**src/rtl/core/rfda_pkg.sv**
```systemverilog
// Shared types and constants for the fractional-delay impulse accumulator.
// Holds item kinds, back-end command format and sequencer states.
// No dependencies.
package rfda_pkg;

	localparam int RESPONSE_LEN_DEF = 16384;
	localparam int FILTER_LEN_DEF   = 81;
	localparam int LUT_STEPS_DEF    = 20;

	localparam int RATE_W   = 18;
	localparam int TIME_W   = 32;
	localparam int ATT_W    = 20;
	localparam int IDX_W    = 14;
	localparam int VALUE_W  = 32;
	localparam int FRAC_W   = 28;
	localparam int POS_W    = 9;
	localparam int BASE_W   = 20;
	localparam int QUEUE_DEPTH = 2;

	localparam logic [RATE_W-1:0] RATE_RESET = 18'd16000;
	localparam longint PI_Q30 = 64'd3373259426;

	typedef enum logic [1:0] {
		KIND_ADD   = 2'd0,
		KIND_READ  = 2'd1,
		KIND_CLEAR = 2'd2,
		KIND_NOP   = 2'd3
	} kind_t;

	typedef enum logic [2:0] {
		OP_ADD,
		OP_READ,
		OP_CLEAR,
		OP_REJECT,
		OP_NOP
	} op_t;

	typedef struct packed {
		op_t                      op;
		logic [BASE_W-1:0]        base;
		logic [POS_W-1:0]         pos;
		logic [FRAC_W-1:0]        wt;
		logic signed [ATT_W-1:0]  att;
		logic [IDX_W-1:0]         idx;
	} cmd_t;

	typedef enum logic [2:0] {
		ST_INIT,
		ST_IDLE,
		ST_CLEAR,
		ST_TAPS,
		ST_DRAIN,
		ST_READ,
		ST_RDWAIT,
		ST_DONE
	} state_t;

endpackage

```
**src/rtl/core/rfda_queue.sv**
```systemverilog
// Short command queue between front and back ends.
// Depends on rfda_pkg for the command type.
module rfda_queue (
	input  logic            clk,
	input  logic            arst_n,
	input  logic            push,
	input  rfda_pkg::cmd_t  push_cmd,
	output logic            full,
	input  logic            pop,
	output rfda_pkg::cmd_t  pop_cmd,
	output logic            empty
);

	localparam int DEPTH = rfda_pkg::QUEUE_DEPTH;
	localparam int QPW   = (DEPTH > 1) ? $clog2(DEPTH) : 1;

	rfda_pkg::cmd_t  fifo_q [DEPTH];
	logic [QPW-1:0]  wptr_q;
	logic [QPW-1:0]  rptr_q;
	logic [QPW:0]    cnt_q;

	assign full    = cnt_q == (QPW+1)'(DEPTH);
	assign empty   = cnt_q == '0;
	assign pop_cmd = fifo_q[rptr_q];

	always_ff @(posedge clk or negedge arst_n) begin
		if (!arst_n) begin
			wptr_q <= '0;
			rptr_q <= '0;
			cnt_q  <= '0;
		end else begin
			if (push) begin
				wptr_q <= (wptr_q == QPW'(DEPTH - 1)) ? '0 : wptr_q + 1'b1;
			end
			if (pop) begin
				rptr_q <= (rptr_q == QPW'(DEPTH - 1)) ? '0 : rptr_q + 1'b1;
			end
			if (push && !pop) begin
				cnt_q <= cnt_q + 1'b1;
			end else if (pop && !push) begin
				cnt_q <= cnt_q - 1'b1;
			end
		end
	end

	always_ff @(posedge clk) begin
		if (push) begin
			fifo_q[wptr_q] <= push_cmd;
		end
	end

endmodule

```
**config.mk**
```make
export PLATFORM = sky130hd
export DESIGN_NAME = rfda_queue
export DESIGN_NICKNAME = d
export VERILOG_FILES = /design/src/rtl/core/rfda_pkg.sv /design/src/rtl/core/rfda_queue.sv
export SDC_FILE = /design/constraint.sdc
export NUM_CORES = 1
export LEC_CHECK = 0
export BUFFER_PORTS_ARGS = -buffer_cell sky130_fd_sc_hd__buf_2
export CORE_MARGIN = 2
export CORE_UTILIZATION = 55
export DETAILED_ROUTE_END_ITERATION = 6
export PLACE_DENSITY = 0.87
export SLEW_MARGIN = 40
export SYNTH_ARGS = -nofsm -noshare
export SYNTH_HDL_FRONTEND = slang
export SYNTH_SLANG_ARGS = --single-unit
```
**constraint.sdc**
```tcl
create_clock -name clk -period 12.4 [get_ports clk]
set_clock_uncertainty 0.05 [all_clocks]
set_input_delay 2.48 -clock clk [delete_from_list [all_inputs] [get_ports clk]]
set_output_delay 2.48 -clock clk [all_outputs]
set_load 0.02 [all_outputs]
```
* Yosys cells after proc, flatten, opt, wreduce, memory -nomap -nowiden *
Memory sizes are Yosys's and may differ from the RTL's.
Cells that the tools add are included.

storage, ports and cells
  register bits after elaboration = 4
  memory bits (writable) = 188
  logic and storage cells = 21
  memories = 1

memory list
  name    depth  bits a word  rd ports  clocked after Yosys merged registers in  wr ports  RTL line          text
  fifo_q  2      94           1         0                                        1         rfda_queue.sv:17  rfda_pkg::cmd_t fifo_q [DEPTH];

operators by class
  $add $sub $neg = 4
  eq/ne operators = 1
  mux-type cells = 6
  reductions and logical operators = 6

operator list
  operator               count
  $mux W1                4
  $mux W2                2
  $add A1 B1 Y1 const B  2
  $add A2 B1 Y2 const B  1
  $eq A2 B2 Y1 const B   1
  $logic_and A1 B1 Y1    2
  $logic_not A1 Y1       2
  $logic_not A2 Y1       1
  $reduce_bool A2 Y1     1
  $sub A2 B1 Y2 const B  1

* Logic depth before layout (Yosys ltp) *
Gate-level depths: netlist of the first run.

  depth after elaboration = 4
  depth in mapped cells = 5
  gate-level depth less buffers = 5

* Worst setup path after synthesis of the first run *
No wires, ideal clock.

  path type = input port to flip-flop
  from = input push
  to = memory fifo_q[0][0] in the netlist's numbering (enable)
  setup time = 0.559 ns
  arrival = 6.576 ns
  required time = 11.791 ns
  slack = 5.215 ns
  stages = 1
  cell sequence = nor2b_1

between the ends
  longest elaborated chain between the ends = 2

RTL lines
  what                           RTL line          text
  from (decl)                    rfda_queue.sv:6   input logic push,
  $mux W1                        rfda_queue.sv:47  if (push) begin
  $mux W1 (implied by the code)  rfda_queue.sv:48  fifo_q[wptr_q] <= push_cmd;
  to (decl)                      rfda_queue.sv:17

No other way between the ends.

==> flow_metrics.py, run 1 <==
metrics = {
    "outcome": {
        "status": "complete, no violations",
    },
    "setup_path": {
        "r2r-start": "wptr_q$_DFFE_PN0P_",
        "end_kind": "primary output",
        "cp-start-kind": "flip-flop",
        "cp.required_ns": 9.87,
        "crit_family": "flip-flops",
        "r2r_slack_ns": 10.30,
        "critical_path_arrival_ns": 2.50,
        "crit_cells": 3,
        "cpPeakStageDelay_ns": 0.87,
        "timing.rr.end": "fifo_q[1][30]$_DFFE_PP_",
        "path_class": "reg2out",
        "r2r_cells": 2,
        "crit_path_cell_trace": "buf_6 -> mux2_2 -> buf_2",
        "critPathSlowestCell": "dfrtp_4",
        "critPathBufInv": 2,
        "worstPathMaxFanout": 51,
    },
    "cts": {
        "cts_setup_buffers": 0,
        "cts_resized": 0,
        "cts_tree": "done",
        "cts_inserted_buffers": 17,
        "cts_root_buf": "clkbuf_16",
        "clk_pin_slew_ns": 0.06,
        "cts_hold_buf": 0,
        "cts_htree_levels": 4,
        "insertion_delay_ns": 0.41,
        "clock-sinks": 192,
        "clock_path_buffers": 2,
    },
    "global_route": {
        "track_usage_pct": 18.4,
        "busiest_layer": "met2",
        "grtUsageMet2_pct": 31.1,
        "antenna_found_initial": 1,
        "grtUsageMet1_pct": 22.0,
        "grt_overflow": 0,
        "grt_max_degree": 66,
        "grt_pass1_wl_um": 19300,
        "use_met3_pct": 5.69,
        "first_global_vias": 3729,
    },
    "floorplanning": {
        "die_area_um2": 14000,
        "dieHeight_um": 118,
        "num_rows": 41,
        "core_um2": 12700,
        "start_util_pct": 56.7,
        "ioPinCount": 194,
        "dieWidth_um": 118,
    },
    "detailed_routing": {
        "totalWireLength_um": 12800,
        "wl_per_cell_um": 18.4,
        "first_pass_iters": 4,
        "antenna_left": 0,
        "drt_iter0_markers": 272,
        "dr_total_vias": 3577,
        "drc_errors": 0,
        "avgViaCountPerCell": 5.12,
    },
    "synthesis": {
        "synth_cell_types": 14,
        "yosys_warnings": 0,
        "synth_mux_area_share_pct": 17.4,
        "yosysSeqAreaShare_pct": 80.0,
        "synth_xor_area_share_pct": 0.610,
        "synth_compound_area_share_pct": 0,
        "syn_avg_cell_area_um2": 23.2,
        "ys_ff_latch": 192,
        "syn_area_um2": 7180,
        "synth_top_family_by_area": "multiplexers",
        "netlist_instances": 309,
        "synth_fa_ha_area_share_pct": 0.174,
        "yosys.area_share.simple_pct": 0.366,
        "syn-num-nets": 408,
    },
    "sta": {
        "fin_crit_sh_pct": 40.5,
        "fmax_mhz": 199,
        "hold_viol": 0,
        "slew_headroom_pct": 53.7,
        "fin_tns_setup_ns": 0,
        "slew_violations": 0,
        "post-route-min-period_ns": 5.03,
        "setup_violations": 0,
        "rsz0062_at_grt": "no",
        "worst_pin_slew_ns": 0.695,
        "hold_ws_ns": 0.443,
    },
    "power_and_ir_drop": {
        "swShare_pct": 31.1,
        "pwr-share-comb_pct": 31.6,
        "p_clk_share_pct": 25.0,
        "p_per_area_nw_per_um2": 240,
        "p_leak_nw": 3.52,
        "p_sw_mw": 0.664,
        "p_seq_share_pct": 43.4,
        "internal_power_mw": 1.47,
        "peakVddDrop_v": 0.000175,
    },
    "final_layout": {
        "fill_cells": 801,
        "final_cell_area_um2": 8910,
        "nets": 613,
        "diodes": 0,
        "area_growth_pct": 24.1,
        "drive_gt1_share_pct": 60.7,
    },
    "place": {
        "dp_hpwl_um": 8190,
        "port_buffers": 193,
        "dpl_cell_area_um2": 8300,
        "gp_congestion": 0.711,
    },
    "job": {
        "cap_violations": 0,
    },
    "worst_hold_path": {
        "hp-start": "cnt_q[1]$_DFFE_PN0P_",
        "hold_path.class": "reg2reg",
        "whs_path_depth": 1,
        "hold_end": "cnt_q[1]$_DFFE_PN0P_",
    },
}
[sequential cells by signal (all words and copies together) (netlist names)]
signal,cells
fifo_q,188
cnt_q,2
rptr_q,1
wptr_q,1
[cells in the final DEF, fill, tap and decap left out, drive strengths merged]
master and n:
edfxtp 188, mux2 94, clkinv 9, dfrtp 4, nor2b 2, xnor2 1, bufinv 3, buf 197
and2 1, xor2 4, inv 1, clkinvlp 1, ha 1, clkbuf 19, nor2 2
[worst max-delay path by stage]
stage | start | endpoint
after CTS | rptr_q$_DFFE_PN0P_ | pop_cmd[92]
after detailed placement | rptr_q$_DFFE_PN0P_ | pop_cmd[92]
after floorplan | push | fifo_q[0][0]$_DFFE_PP_
final | rptr_q$_DFFE_PN0P_ | pop_cmd[92]
after global routing | rptr_q$_DFFE_PN0P_ | pop_cmd[92]
after global placement | rptr_q$_DFFE_PN0P_ | pop_cmd[77]
[metal layers]
metal	wire [um]	vias to the layer above	part of all wire, %
li1	-	1628	-
met1	5260	1787	41
met2	6550	146	51
met4	160	0	1.2
met3	868	16	6.8
met5	0	-	0
[synth_stat cells (all sizes together)]
master  count  area share [%]
inv         1           0.052
nor2b       2            0.17
and2        1           0.087
dfrtp       4             1.4
nor2        2            0.10
mux2       94              17
edfxtp    188              79
xnor2       1            0.12
buf        11             1.4
ha          1            0.17
xor2        4            0.49
[logic make-up (layout without fill, tap and decap cells)]
group	Yosys count	after routing
flip-flops	192	192
multiplexers	94	94
buffers and inverters	12	230
XOR/XNOR	5	5
AND/OR/NAND/NOR	5	5
adder cells (fa/ha/maj)	1	1
[stage by stage]
stage	util, %	power [mW]	setup WS [ns]	std cells
floorplan	-	1.45	5.22	309
global placement	65.5	1.60	7.64	666
detailed placement	65.5	1.62	7.60	666
CTS	70.0	2.15	7.14	698
global route	70.3	2.22	7.27	699
finish	70.3	2.14	7.37	699
[cell type report]
cell class | count | area (um2) | share of cell area [%]
clock buffer | 19 | 433 | 4.86
sequential | 192 | 5750 | 64.5
inverter | 1 | 3.75 | 0.0421
tap | 172 | 215 | 2.42
clock inverter | 13 | 145 | 1.63
multi-input combinational | 105 | 1340 | 15.0
timing repair buffer | 197 | 1020 | 11.5
[power by group through the flow]
stage | combinational [mW] | sequential (mW) | clock (mW)
6_report | 0.676 | 0.928 | 0.534
5_1_grt | 0.713 | 0.940 | 0.567
4_1_cts | 0.679 | 0.931 | 0.541
3_5_place_dp | 0.673 | 0.943 | 0
3_3_place_gp | 0.663 | 0.933 | 0
2_1_floorplan | 0.533 | 0.912 | 0
Note: power is estimated with default switching activity, not from simulation.
==> inputs of run 2 (changes only) <==
--- a/config.mk
+++ b/config.mk
@@ -7,9 +7,9 @@
 export LEC_CHECK = 0
 export BUFFER_PORTS_ARGS = -buffer_cell sky130_fd_sc_hd__buf_2
 export CORE_MARGIN = 2
-export CORE_UTILIZATION = 55
+export CORE_UTILIZATION = 47
 export DETAILED_ROUTE_END_ITERATION = 6
-export PLACE_DENSITY = 0.87
+export PLACE_DENSITY = 0.8
 export SLEW_MARGIN = 40
 export SYNTH_ARGS = -nofsm -noshare
 export SYNTH_HDL_FRONTEND = slang
==> constraint.sdc (replaced) <==
create_clock -name clk -period 4.1 [get_ports clk]
set_clock_uncertainty 0.05 [all_clocks]
set_input_delay 0.82 -clock clk [delete_from_list [all_inputs] [get_ports clk]]
set_output_delay 0.82 -clock clk [all_outputs]
set_load 0.02 [all_outputs]
==> flow_metrics.py, run 2 (synthesis gave the netlist of run 1 again) <==
metrics = {
    "detailed_routing": {
        "dr_total_vias": 3581,
        "totalWireLength_um": 12400,
        "antenna_left": 0,
        "wl_per_cell_um": 17.3,
        "first_pass_iters": 4,
        "drt_iter0_markers": 215,
        "avgViaCountPerCell": 5.00,
        "drc_errors": 0,
    },
    "setup_path": {
        "critPathBufInv": 2,
        "end_kind": "primary output",
        "crit_path_cell_trace": "buf_4 -> mux2_2 -> buf_2",
        "critPathSlowestCell": "dfrtp_4",
        "cp-start-kind": "flip-flop",
        "worstPathMaxFanout": 31,
        "cp.required_ns": 3.23,
        "path_class": "reg2out",
        "cpPeakStageDelay_ns": 0.54,
        "critical_path_arrival_ns": 1.98,
        "crit_family": "buffers and inverters",
    },
    "sta": {
        "rsz0062_at_grt": "no",
        "slew_headroom_pct": 54.3,
        "slew_violations": 0,
        "post-route-min-period_ns": 2.85,
        "worst_pin_slew_ns": 0.686,
        "hold_viol": 0,
        "fin_crit_sh_pct": 69.5,
        "fin_ws_ns": 1.25,
        "fmax_mhz": 351,
        "fin_tns_setup_ns": 0,
        "hold_ws_ns": 0.156,
        "setup_violations": 0,
    },
    "final_layout": {
        "area_growth_pct": 24.0,
        "fill_cells": 1154,
        "top_register": "fifo_q",
        "top_regs": "fifo_q (188), cnt_q (2)",
        "final_common_cell": "buf_2",
        "stdcell_count": 716,
        "final_util_pct": 59.0,
        "diodes": 0,
        "nets": 614,
        "largest_register_ffs": 188,
        "most-common-layout-cells": "buf_2 (193), edfxtp_1 (188), mux2_4 (50)",
        "final_cell_area_um2": 8900,
        "drive_gt1_share_pct": 60.4,
    },
    "cts": {
        "clk_pin_slew_ns": 0.06,
        "insertion_delay_ns": 0.41,
        "cts_tree": "done",
        "cts_inserted_buffers": 17,
        "clock_path_buffers": 2,
        "cts_htree_levels": 4,
        "cts_hold_buf": 0,
        "cts_setup_buffers": 0,
        "clock-sinks": 192,
        "cts_resized": 0,
        "cts_root_buf": "clkbuf_16",
    },
    "floorplanning": {
        "ioPinCount": 194,
        "num_rows": 45,
        "core_um2": 15100,
        "dieHeight_um": 128,
        "start_util_pct": 47.6,
        "dieWidth_um": 128,
        "die_area_um2": 16300,
    },
    "place": {
        "dp.cells": 684,
        "gp_congestion": 0.697,
        "dp_hpwl_um": 8200,
        "dpl_cell_area_um2": 8370,
        "port_buffers": 193,
        "pre_cts_slack_ns": 1.67,
    },
    "global_route": {
        "grt_pass1_wl_um": 18800,
        "busiest_layer": "met2",
        "grtUsageMet2_pct": 28.2,
        "antenna_found_initial": 0,
        "grt_max_degree": 53,
        "track_usage_pct": 15.4,
        "use_met3_pct": 4.86,
        "first_global_vias": 3803,
        "grtUsageMet1_pct": 16.4,
        "grt_overflow": 0,
    },
    "power_and_ir_drop": {
        "peakVddDrop_v": 0.000362,
        "finalPower_mw": 6.35,
        "p_per_area_nw_per_um2": 714,
        "p_leak_nw": 3.49,
    },
    "job": {
        "cap_violations": 0,
    },
    "outcome": {
        "status": "complete, no violations",
    },
    "worst_hold_path": {
        "hold_path.class": "in2async",
    },
}
==> run 2: changes by cell type in the layout (fill, tap and decap cells not counted), moves of 2 or more <==
cell / delta
clkbuf_1: +6
clkinv_1: -4
buf_12: +3
clkinvlp_4: +3
buf_6: -2
bufinv_16: -2
clkinv_2: -2
clkinv_4: -2
==> run 2: final timing paths <==
check                           slack [ns]  cells past startpoint            startpoint                      end
worst max-delay path                  1.25                      3    rptr_q$_DFFE_PN0P_              pop_cmd[75]
worst min-delay path                  0.16                      1                arst_n     cnt_q[1]$_DFFE_PN0P_
worst max register to register        2.30                      2    wptr_q$_DFFE_PN0P_  fifo_q[1][17]$_DFFE_PP_
worst min register to register        0.46                      1  cnt_q[1]$_DFFE_PN0P_     cnt_q[1]$_DFFE_PN0P_
max in group asynchronous             3.70                      1                arst_n       rptr_q$_DFFE_PN0P_
min in group clk                      0.46                      1  cnt_q[1]$_DFFE_PN0P_     cnt_q[1]$_DFFE_PN0P_
==> run 2: layout make-up <==
type | count | area, um2 | area share [%]
tap | 188 | 235 | 2.64
inverter | 1 | 3.75 | 0.0422
clock buffer | 26 | 469 | 5.27
timing repair buffer | 198 | 1040 | 11.7
clock inverter | 6 | 65.1 | 0.731
sequential | 192 | 5750 | 64.6
multi-input combinational | 105 | 1340 | 15.0
==> run 2: power by group <==
| part | switching [mW] | leakage, nW | internal [mW] |
|---|---|---|---|
| Combinational | 1.21 | 1.43 | 0.914 |
| Clock | 0.645 | 0.245 | 0.853 |
| Sequential | 0.124 | 1.81 | 2.61 |
==> run 2: routing by layer <==
metal | vias up | routed length, um
li1 | 1631 | -
met1 | 1794 | 4780
met2 | 138 | 6590
met3 | 18 | 796
met4 | 0 | 225
met5 | - | 0
