File: src/rtl/core/rfda_pkg.sv
// Shared types and constants for the fractional-delay impulse accumulator.
// Holds item kinds, back-end command format and sequencer states.
// No dependencies.
package rfda_pkg;

	localparam int RESPONSE_LEN_DEF = 16384;
	localparam int FILTER_LEN_DEF   = 81;
	localparam int LUT_STEPS_DEF    = 20;

	localparam int RATE_W   = 18;
	localparam int TIME_W   = 32;
	localparam int ATT_W    = 20;
	localparam int IDX_W    = 14;
	localparam int VALUE_W  = 32;
	localparam int FRAC_W   = 28;
	localparam int POS_W    = 9;
	localparam int BASE_W   = 20;
	localparam int QUEUE_DEPTH = 2;

	localparam logic [RATE_W-1:0] RATE_RESET = 18'd16000;
	localparam longint PI_Q30 = 64'd3373259426;

	typedef enum logic [1:0] {
		KIND_ADD   = 2'd0,
		KIND_READ  = 2'd1,
		KIND_CLEAR = 2'd2,
		KIND_NOP   = 2'd3
	} kind_t;

	typedef enum logic [2:0] {
		OP_ADD,
		OP_READ,
		OP_CLEAR,
		OP_REJECT,
		OP_NOP
	} op_t;

	typedef struct packed {
		op_t                      op;
		logic [BASE_W-1:0]        base;
		logic [POS_W-1:0]         pos;
		logic [FRAC_W-1:0]        wt;
		logic signed [ATT_W-1:0]  att;
		logic [IDX_W-1:0]         idx;
	} cmd_t;

	typedef enum logic [2:0] {
		ST_INIT,
		ST_IDLE,
		ST_CLEAR,
		ST_TAPS,
		ST_DRAIN,
		ST_READ,
		ST_RDWAIT,
		ST_DONE
	} state_t;

endpackage

File: src/rtl/core/rfda_if.sv
// Valid/ready channel interfaces for source items and results.
// Depends on rfda_pkg for field widths.
interface rfda_in_if;
	logic                                valid;
	logic                                ready;
	logic [1:0]                          kind;
	logic [rfda_pkg::TIME_W-1:0]         arrival_time;
	logic signed [rfda_pkg::ATT_W-1:0]   attenuation;
	logic [rfda_pkg::IDX_W-1:0]          read_index;

	modport source (output valid, kind, arrival_time, attenuation, read_index, input ready);
	modport sink (input valid, kind, arrival_time, attenuation, read_index, output ready);
endinterface


File: src/rtl/core/rfda_front.sv
// Front end: accepts items, scales arrival time by the sample rate, classifies.
// Emits one back-end command per item. Depends on rfda_pkg and rfda_if.
module rfda_front #(
	parameter int RESPONSE_LEN = rfda_pkg::RESPONSE_LEN_DEF,
	parameter int FILTER_LEN   = rfda_pkg::FILTER_LEN_DEF,
	parameter int LUT_STEPS    = rfda_pkg::LUT_STEPS_DEF
) (
	input  logic                          clk,
	input  logic                          arst_n,
	input  logic                          cfg_we,
	input  logic [rfda_pkg::RATE_W-1:0]   cfg_data,
	input  logic                          init_done,
	rfda_in_if.sink                       item,
	input  logic                          q_full,
	output logic                          q_push,
	output rfda_pkg::cmd_t                q_cmd
);

	localparam int CTR = (FILTER_LEN - 1) / 2;
	localparam int PW  = rfda_pkg::TIME_W + rfda_pkg::RATE_W;
	localparam int CW  = 24;
	localparam int XW  = 38;

	logic [rfda_pkg::RATE_W-1:0]       sample_rate_q;
	logic                              vld_s1;
	logic [PW-1:0]                     p_s1;
	rfda_pkg::kind_t                   kind_s1;
	logic signed [rfda_pkg::ATT_W-1:0] att_s1;
	logic [rfda_pkg::IDX_W-1:0]        idx_s1;
	logic                              vld_s2;
	rfda_pkg::cmd_t                    cmd_s2;
	rfda_pkg::cmd_t                    cmd_d;
	logic                              adv1;
	logic                              accept;
	logic [CW-1:0]                     ip;
	logic [rfda_pkg::FRAC_W-1:0]       fr;
	logic                              rej;
	logic [XW-1:0]                     x;

	assign q_push = vld_s2 && !q_full;
	assign adv1   = vld_s1 && (!vld_s2 || q_push);
	assign item.ready = init_done && (!vld_s1 || adv1);
	assign accept = item.valid && item.ready;
	assign q_cmd  = cmd_s2;

	always_comb begin
		ip  = CW'(p_s1[PW-1:rfda_pkg::FRAC_W]);
		fr  = p_s1[rfda_pkg::FRAC_W-1:0];
		rej = (ip < CW'(CTR)) ||
			(ip + CW'(fr != '0) + CW'(CTR) >= CW'(RESPONSE_LEN)) ||
			(ip - CW'(CTR) + CW'(FILTER_LEN - 1) >= CW'(RESPONSE_LEN));
		x = XW'(29'h1000_0000 - 29'(fr)) * XW'(LUT_STEPS);
		cmd_d.base = rfda_pkg::BASE_W'(ip - CW'(CTR));
		cmd_d.pos  = x[rfda_pkg::FRAC_W +: rfda_pkg::POS_W];
		cmd_d.wt   = x[rfda_pkg::FRAC_W-1:0];
		cmd_d.att  = att_s1;
		cmd_d.idx  = idx_s1;
		unique case (kind_s1)
			rfda_pkg::KIND_ADD:   cmd_d.op = rej ? rfda_pkg::OP_REJECT : rfda_pkg::OP_ADD;
			rfda_pkg::KIND_READ:  cmd_d.op = (CW'(idx_s1) < CW'(RESPONSE_LEN)) ?
				rfda_pkg::OP_READ : rfda_pkg::OP_NOP;
			rfda_pkg::KIND_CLEAR: cmd_d.op = rfda_pkg::OP_CLEAR;
			default:              cmd_d.op = rfda_pkg::OP_NOP;
		endcase
	end

	always_ff @(posedge clk or negedge arst_n) begin
		if (!arst_n) begin
			sample_rate_q <= rfda_pkg::RATE_RESET;
			vld_s1 <= 1'b0;
			vld_s2 <= 1'b0;
		end else begin
			if (cfg_we) begin
				sample_rate_q <= cfg_data;
			end
			if (accept) begin
				vld_s1 <= 1'b1;
			end else if (adv1) begin
				vld_s1 <= 1'b0;
			end
			if (adv1) begin
				vld_s2 <= 1'b1;
			end else if (q_push) begin
				vld_s2 <= 1'b0;
			end
		end
	end

	always_ff @(posedge clk) begin
		if (accept) begin
			p_s1    <= PW'(item.arrival_time) * PW'(sample_rate_q);
			kind_s1 <= rfda_pkg::kind_t'(item.kind);
			att_s1  <= item.attenuation;
			idx_s1  <= item.read_index;
		end
		if (adv1) begin
			cmd_s2 <= cmd_d;
		end
	end

endmodule

File: src/flat_wrapper.sv
// flat-port wrapper written by rule: the top's interface ports become plain ports
module rfda_front_flat 
#(
	parameter int RESPONSE_LEN = rfda_pkg::RESPONSE_LEN_DEF,
	parameter int FILTER_LEN   = rfda_pkg::FILTER_LEN_DEF,
	parameter int LUT_STEPS    = rfda_pkg::LUT_STEPS_DEF
)
  (clk, arst_n, cfg_we, cfg_data, init_done, q_full, q_push, q_cmd, item_valid, item_kind, item_arrival_time, item_attenuation, item_read_index, item_ready);
  rfda_in_if item_i ();
  input  logic clk;
  input  logic arst_n;
  input  logic cfg_we;
  input  logic [rfda_pkg::RATE_W-1:0] cfg_data;
  input  logic init_done;
  input  logic q_full;
  output logic q_push;
  output rfda_pkg::cmd_t q_cmd;
  input wire logic [$bits(item_i.valid)-1:0] item_valid;
  input wire logic [$bits(item_i.kind)-1:0] item_kind;
  input wire logic [$bits(item_i.arrival_time)-1:0] item_arrival_time;
  input wire logic [$bits(item_i.attenuation)-1:0] item_attenuation;
  input wire logic [$bits(item_i.read_index)-1:0] item_read_index;
  output wire logic [$bits(item_i.ready)-1:0] item_ready;
  assign item_i.valid = item_valid;
  assign item_i.kind = item_kind;
  assign item_i.arrival_time = item_arrival_time;
  assign item_i.attenuation = item_attenuation;
  assign item_i.read_index = item_read_index;
  assign item_ready = item_i.ready;
  rfda_front #(.RESPONSE_LEN(RESPONSE_LEN), .FILTER_LEN(FILTER_LEN), .LUT_STEPS(LUT_STEPS)) u_core (.clk(clk), .arst_n(arst_n), .cfg_we(cfg_we), .cfg_data(cfg_data), .init_done(init_done), .item(item_i), .q_full(q_full), .q_push(q_push), .q_cmd(q_cmd));
endmodule
File: config.mk
export PLATFORM = sky130hd
export DESIGN_NAME = rfda_front_flat
export DESIGN_NICKNAME = d
export VERILOG_FILES = /design/src/rtl/core/rfda_pkg.sv /design/src/rtl/core/rfda_if.sv /design/src/rtl/core/rfda_front.sv /design/src/flat_wrapper.sv
export SDC_FILE = /design/constraint.sdc
export NUM_CORES = 2
export LEC_CHECK = 0
export BUFFER_PORTS_ARGS = -buffer_cell sky130_fd_sc_hd__buf_2
export CORE_ASPECT_RATIO = 0.75
export CORE_MARGIN = 1
export CORE_UTILIZATION = 35
export CTS_CLUSTER_DIAMETER = 50
export DETAILED_ROUTE_END_ITERATION = 12
export HOLD_SLACK_MARGIN = 0.03
export SYNTH_ARGS = -nofsm -noshare
export SYNTH_HDL_FRONTEND = slang
export SYNTH_SLANG_ARGS = --single-unit
File: constraint.sdc
create_clock -name clk -period 6.8 [get_ports clk]
set_input_delay 0.34 -clock clk [delete_from_list [all_inputs] [get_ports clk]]
set_output_delay 0.34 -clock clk [all_outputs]
set_load 0.05 [all_outputs]
Word-level counts from Yosys, hierarchy flattened
Cells that the tools add are included.

storage, ports and cells
  word-level logic and storage cells = 46
  register bits = 198
  output and inout port bits = 96

cells by class
  $lt $le $gt $ge = 3
  muxes and demuxes = 6
  add/subtract/negate cells = 5
  multiply operators = 2
  reduce and logical (&&, ||, !) cells = 15
  equality and inequality tests = 2

operator list
  kind                                                                     number
  32-bit by 18-bit multiplier with 50-bit output                           1
  24-bit by 15-bit >= comparator with 1-bit output, second input constant  2
  38-bit by 3-bit multiplier with 35-bit output, second input constant     1
  29-bit by 28-bit subtractor with 30-bit output, first input constant     1
  28-bit nonzero test                                                      1
  24-bit by 6-bit adder with 24-bit output, second input constant          1
  24-bit by 7-bit adder with 24-bit output, second input constant          1
  22-bit by 1-bit adder with 23-bit output                                 1
  22-bit by 6-bit subtractor with 23-bit output, second input constant     1
  22-bit by 6-bit < comparator with 1-bit output, second input constant    1
  3-bit one-hot mux with 3 select lines                                    1
  1-bit logical AND                                                        4
  1-bit logical OR                                                         4
  1-bit two-way mux                                                        4
  2-bit nonzero test                                                       2
  1-bit zero test                                                          3
  2-bit by 1-bit equality test with 1-bit output, second input constant    1
  2-bit equality test, second input constant                               1
  2-bit zero test                                                          1
  2-bit two-way mux                                                        1

Depth between registers and ports, before layout
  word-level depth = 8
  depth in mapped cells = 25

Worst setup path after synthesis
No wires, ideal clock.

  path kind = register to register
  from = register u_core.vld_s1
  to = register u_core.cmd_s2, in the netlist u_core.q_cmd[0] (enable)
  setup slack = -675 ps
  period minus slack after synthesis = 7475 ps
  required time = 6129 ps
  arrival = 6803 ps
  setup time = 671 ps
  stages on the path, launching flop included = 2
  buffers on the path = 0
  path through = dfrtp_1 -> a21boi_0

between the ends
  longest elaborated chain between the ends = 1

ends and longest elaborated chain
  what                    line              source
  from (decl)             rfda_front.sv:25  logic vld_s1;
  from (signal assigned)  rfda_front.sv:70  vld_s1 <= 1'b0;
  from (signal assigned)  rfda_front.sv:77  vld_s1 <= 1'b1;
  from (signal assigned)  rfda_front.sv:79  vld_s1 <= 1'b0;
  1-bit logical AND       rfda_front.sv:41  assign adv1 = vld_s1 && (!vld_s2 || q_push);
  named net u_core.adv1   rfda_front.sv:33  logic adv1;
  to (signal assigned)    rfda_front.sv:97  cmd_s2 <= cmd_d;
  to (decl)               rfda_front.sv:31  rfda_pkg::cmd_t cmd_s2;

The timed path passes the listed nets, and every way through them passes these cells.
A chain may end at the register's enable or synchronous reset.

Worst setup path after layout
  from = register u_core.sample_rate_q[11] (netlist name)
  to = register u_core.p_s1[48] (data pin)

between the ends
  longest elaborated chain between the ends = 1

ends and longest elaborated chain
  what                                            line              source
  from (decl)                                     rfda_front.sv:24  logic [rfda_pkg::RATE_W-1:0] sample_rate_q;
  from (signal assigned)                          rfda_front.sv:69  sample_rate_q <= rfda_pkg::RATE_RESET;
  from (signal assigned)                          rfda_front.sv:74  sample_rate_q <= cfg_data;
  32-bit by 18-bit multiplier with 50-bit output  rfda_front.sv:91  p_s1 <= PW'(item.arrival_time) * PW'(sample_rate_q);
  to (signal assigned)                            rfda_front.sv:91
  to (decl)                                       rfda_front.sv:26  logic [PW-1:0] p_s1;

Every way passes these cells.

==> flow_summary.toml <==
[run_status]
status = "completed"

[cells_and_area]
fill_cells = 7615
area_delta_synth_final_pct = 15.1
drive_above_1_share_pct = 13.9
num_antenna_cells = 0
final_net_count = 3840

[sta]
rsz0062_at_grt = "true"
slew_viol_final = 0
max_freq_mhz = 151
skew_ns = 0.0193
min_period_over_period_pct = 97.4
layout_setup_ws_ns = 0.177
setup_viol = 0
tns_ns = 0
relSlewSlack_pct = 36.2
worstMarginPinSlew_ns = 0.958
fin_crit_ns = 6.62
finalHoldViolations = 0

[place]
numPortBuffers = 182
dp_slack_ns = -0.0545
place_hpwl_mm = 57.1
gp_congestion = 0.895

[min_path]
holdCritPathClass = "in -> reg"
worstHoldEndpoint = "u_core.sample_rate_q[7]"
holdPathStages = 2
holdCritStartpoint = "cfg_data[7]"

[clock_network]
root_buffer = "clkbuf_16"
cts.clk_slew.worst_paths_ns = 0.11
cts_buffers = 17
clock-sinks = 195
clkLatencyLatePin_ns = 0.50
clock_path_buffers = 2
ctsHtreeMaxLevel = 4
cts_tree = "built"

[worst_setup_path]
path_class = "reg -> reg"
cp.arrival_ns = 6.87
startpoint_type = "register"
ff2ff_setup_slack_ns = 0.18
rr_startpoint = "u_core.sample_rate_q[11]"
rr_endpoint = "u_core.p_s1[48]"
required_ns = 7.04
cp_max_fo = 20
rr_worst_depth = 22
end_kind = "register"

[yosys]
ys_top_cells_by_area = "fa_1, edfxtp_1, ha_1, inv_1, nand2_1"
yosysWarnings = 0
async_reset_ff_share_pct = 10.3
yosysTopAreaCell = "fa_1"
syn_avg_cell_area_um2 = 9.74
synth-seq-cells = 195
synth_cells = 2826
synth_top_area_share_pct = 35.0
synth.cell_area_um2 = 27500
synth_edf_count = 175
ys.flop_type = "edfxtp_1"
synth_cell_type_count = 75
ys_seq_area_share_pct = 20.9

[global_routing]
grt_overflow = 0
track_usage_pct = 18.0
grt_pass1_vias = 20052
grt_max_degree = 72
grt_pass1_wl_mm = 113
antenna_found_initial = 0

[floorplan]
die_height_um = 245
coreArea_um2 = 77300
start_util_pct = 35.6
dieArea_um2 = 79700
fp.dieW_um = 326
rows = 88
design.portCount = 188

[detailed_routing]
drt_first_pass_iters = 6
drt_iter0_markers = 1280
drt.antenna.violating_nets = 0
finalWirelength_mm = 69.9
vias = 19689
wl_per_cell_um = 16.9
via_per_inst = 4.77
drc = 0

[run]
maxCapViolCount = 0
==> synthesized netlist by cell type, types with 24 or more instances <==
cell	instances
nor3_1	39
a21o_1	36
nor2_1	58
xnor2_1	74
clkbuf_1	126
nand2_1	417
o21ai_0	41
inv_1	572
ha_1	183
edfxtp_1	175
fa_1	481
nand3_1	24
and2_1	225
a21oi_1	75
xor2_1	37
==> layout by cell type, fill, tap and decap left out, types with 8 or more instances in the layout <==
| cell type | n |
|---|---|
| clkbuf_16 | 19 |
| buf_4 | 125 |
| ha_1 | 182 |
| o21ai_0 | 39 |
| buf_12 | 9 |
| dlygate4sd3_1 | 47 |
| nand4_1 | 18 |
| o21bai_1 | 11 |
| xnor2_1 | 74 |
| inv_1 | 569 |
| or3_1 | 12 |
| mux2_2 | 18 |
| nor2b_1 | 9 |
| o21a_1 | 12 |
| and2_1 | 222 |
| a21oi_1 | 72 |
| o21ai_1 | 8 |
| buf_2 | 182 |
| nand2b_1 | 13 |
| nor3_1 | 39 |
| nand2_1 | 415 |
| a21o_1 | 36 |
| o211ai_1 | 13 |
| nor4_1 | 10 |
| xor2_1 | 37 |
| nor2_1 | 58 |
| nand3_1 | 24 |
| fa_1 | 474 |
| edfxtp_1 | 175 |
==> worst max-delay path by stage <==
stage / from / end / slack (ns) / cells past startpoint
2_1_floorplan: u_core.sample_rate_q[11] / u_core.p_s1[48] / 0.22 / 23
3_5_place_dp: item_arrival_time[7] / u_core.p_s1[48] / -0.05 / 23
3_3_place_gp: item_arrival_time[7] / u_core.p_s1[48] / 0.009 / 23
5_1_grt: u_core.sample_rate_q[13] / u_core.p_s1[49] / -0.04 / 23
4_1_cts: u_core.sample_rate_q[11] / u_core.p_s1[48] / 0.0001 / 22
6_report: u_core.sample_rate_q[11] / u_core.p_s1[48] / 0.18 / 22
==> registers in the layout, summed over array words and instances (netlist names) <==
name and count:
u_core.idx_s1 14, u_core.q_cmd 89, u_core.att_s1 20, u_core.sample_rate_q 18, u_core.vld_s1 1, u_core.p_s1 50, u_core.vld_s2 1, u_core.kind_s1 2
==> critical path, cell delays in order, from the launching register on <==
cell,delay (ns)
dfstp_2,0.57
buf_12,0.14
buf_12,0.16
nand2_1,0.07
fa_1,0.49
inv_1,0.05
fa_1,0.48
fa_2,0.59
fa_1,0.52
fa_1,0.52
inv_1,0.05
fa_1,0.52
inv_1,0.04
ha_1,0.28
buf_4,0.12
nand4_1,0.09
or4_1,0.53
o2111ai_2,0.24
nand2_2,0.13
o31a_1,0.30
o211ai_1,0.20
a21oi_1,0.11
xnor2_1,0.14
==> metrics by stage <==
stage	hold WS [ns]	cell area [µm²]	utilization [%]	std cells
after floorplan	0.0444	27500	-	2830
after detailed placement	0.382	30200	39.1	4037
after CTS	0.0306	31400	40.6	4116
after global routing	0.0519	31700	41.0	4132
after global placement	0.376	30200	39.1	4037
final	0.0812	31700	41.0	4132
==> cell type report <==
| type | count | area, µm² | share of cell area, % |
|---|---|---|---|
| flip-flops and latches | 195 | 5780 | 18.2 |
| repair buffers | 369 | 2590 | 8.19 |
| inverters | 572 | 2150 | 6.78 |
| clock inverters | 15 | 241 | 0.762 |
| clock buffers | 17 | 425 | 1.34 |
| multi-input cells | 1929 | 19200 | 60.6 |
| well taps | 1035 | 1290 | 4.09 |
==> metal layers <==
layer,share of wire (%),global-route usage (%)
met1,51,27.9
met2,40,25.0
met5,0,0
met3,7.9,4.41
met4,1.1,3.33
==> what timing repair did <==
item                                    CTS  global route
resized for setup                         5            44
pin swaps                                 0            20
buffers inserted                          0            14
gates cloned                              0             2
endpoints found under the hold margin    60             0
endpoints found under the setup margin    2            14
hold buffers                             47             0
==> logic make-up after synthesis <==
kind of cell               count (synthesis)  share of synthesized area (%)
buffers and inverters                    706                           9.73
xor gates and xnor gates                 111                           3.53
other                                      1                         0.0136
adders and majority gates                664                           43.3
and+or+nand+nor                          867                           15.4
DFF                                      195                           20.9
AOI/OAI and AO/OA                        263                           6.30
muxes                                     19                          0.773
Power is not shown: default switching activity piles up to over one toggle a cycle in this logic, so the estimate is an artifact.
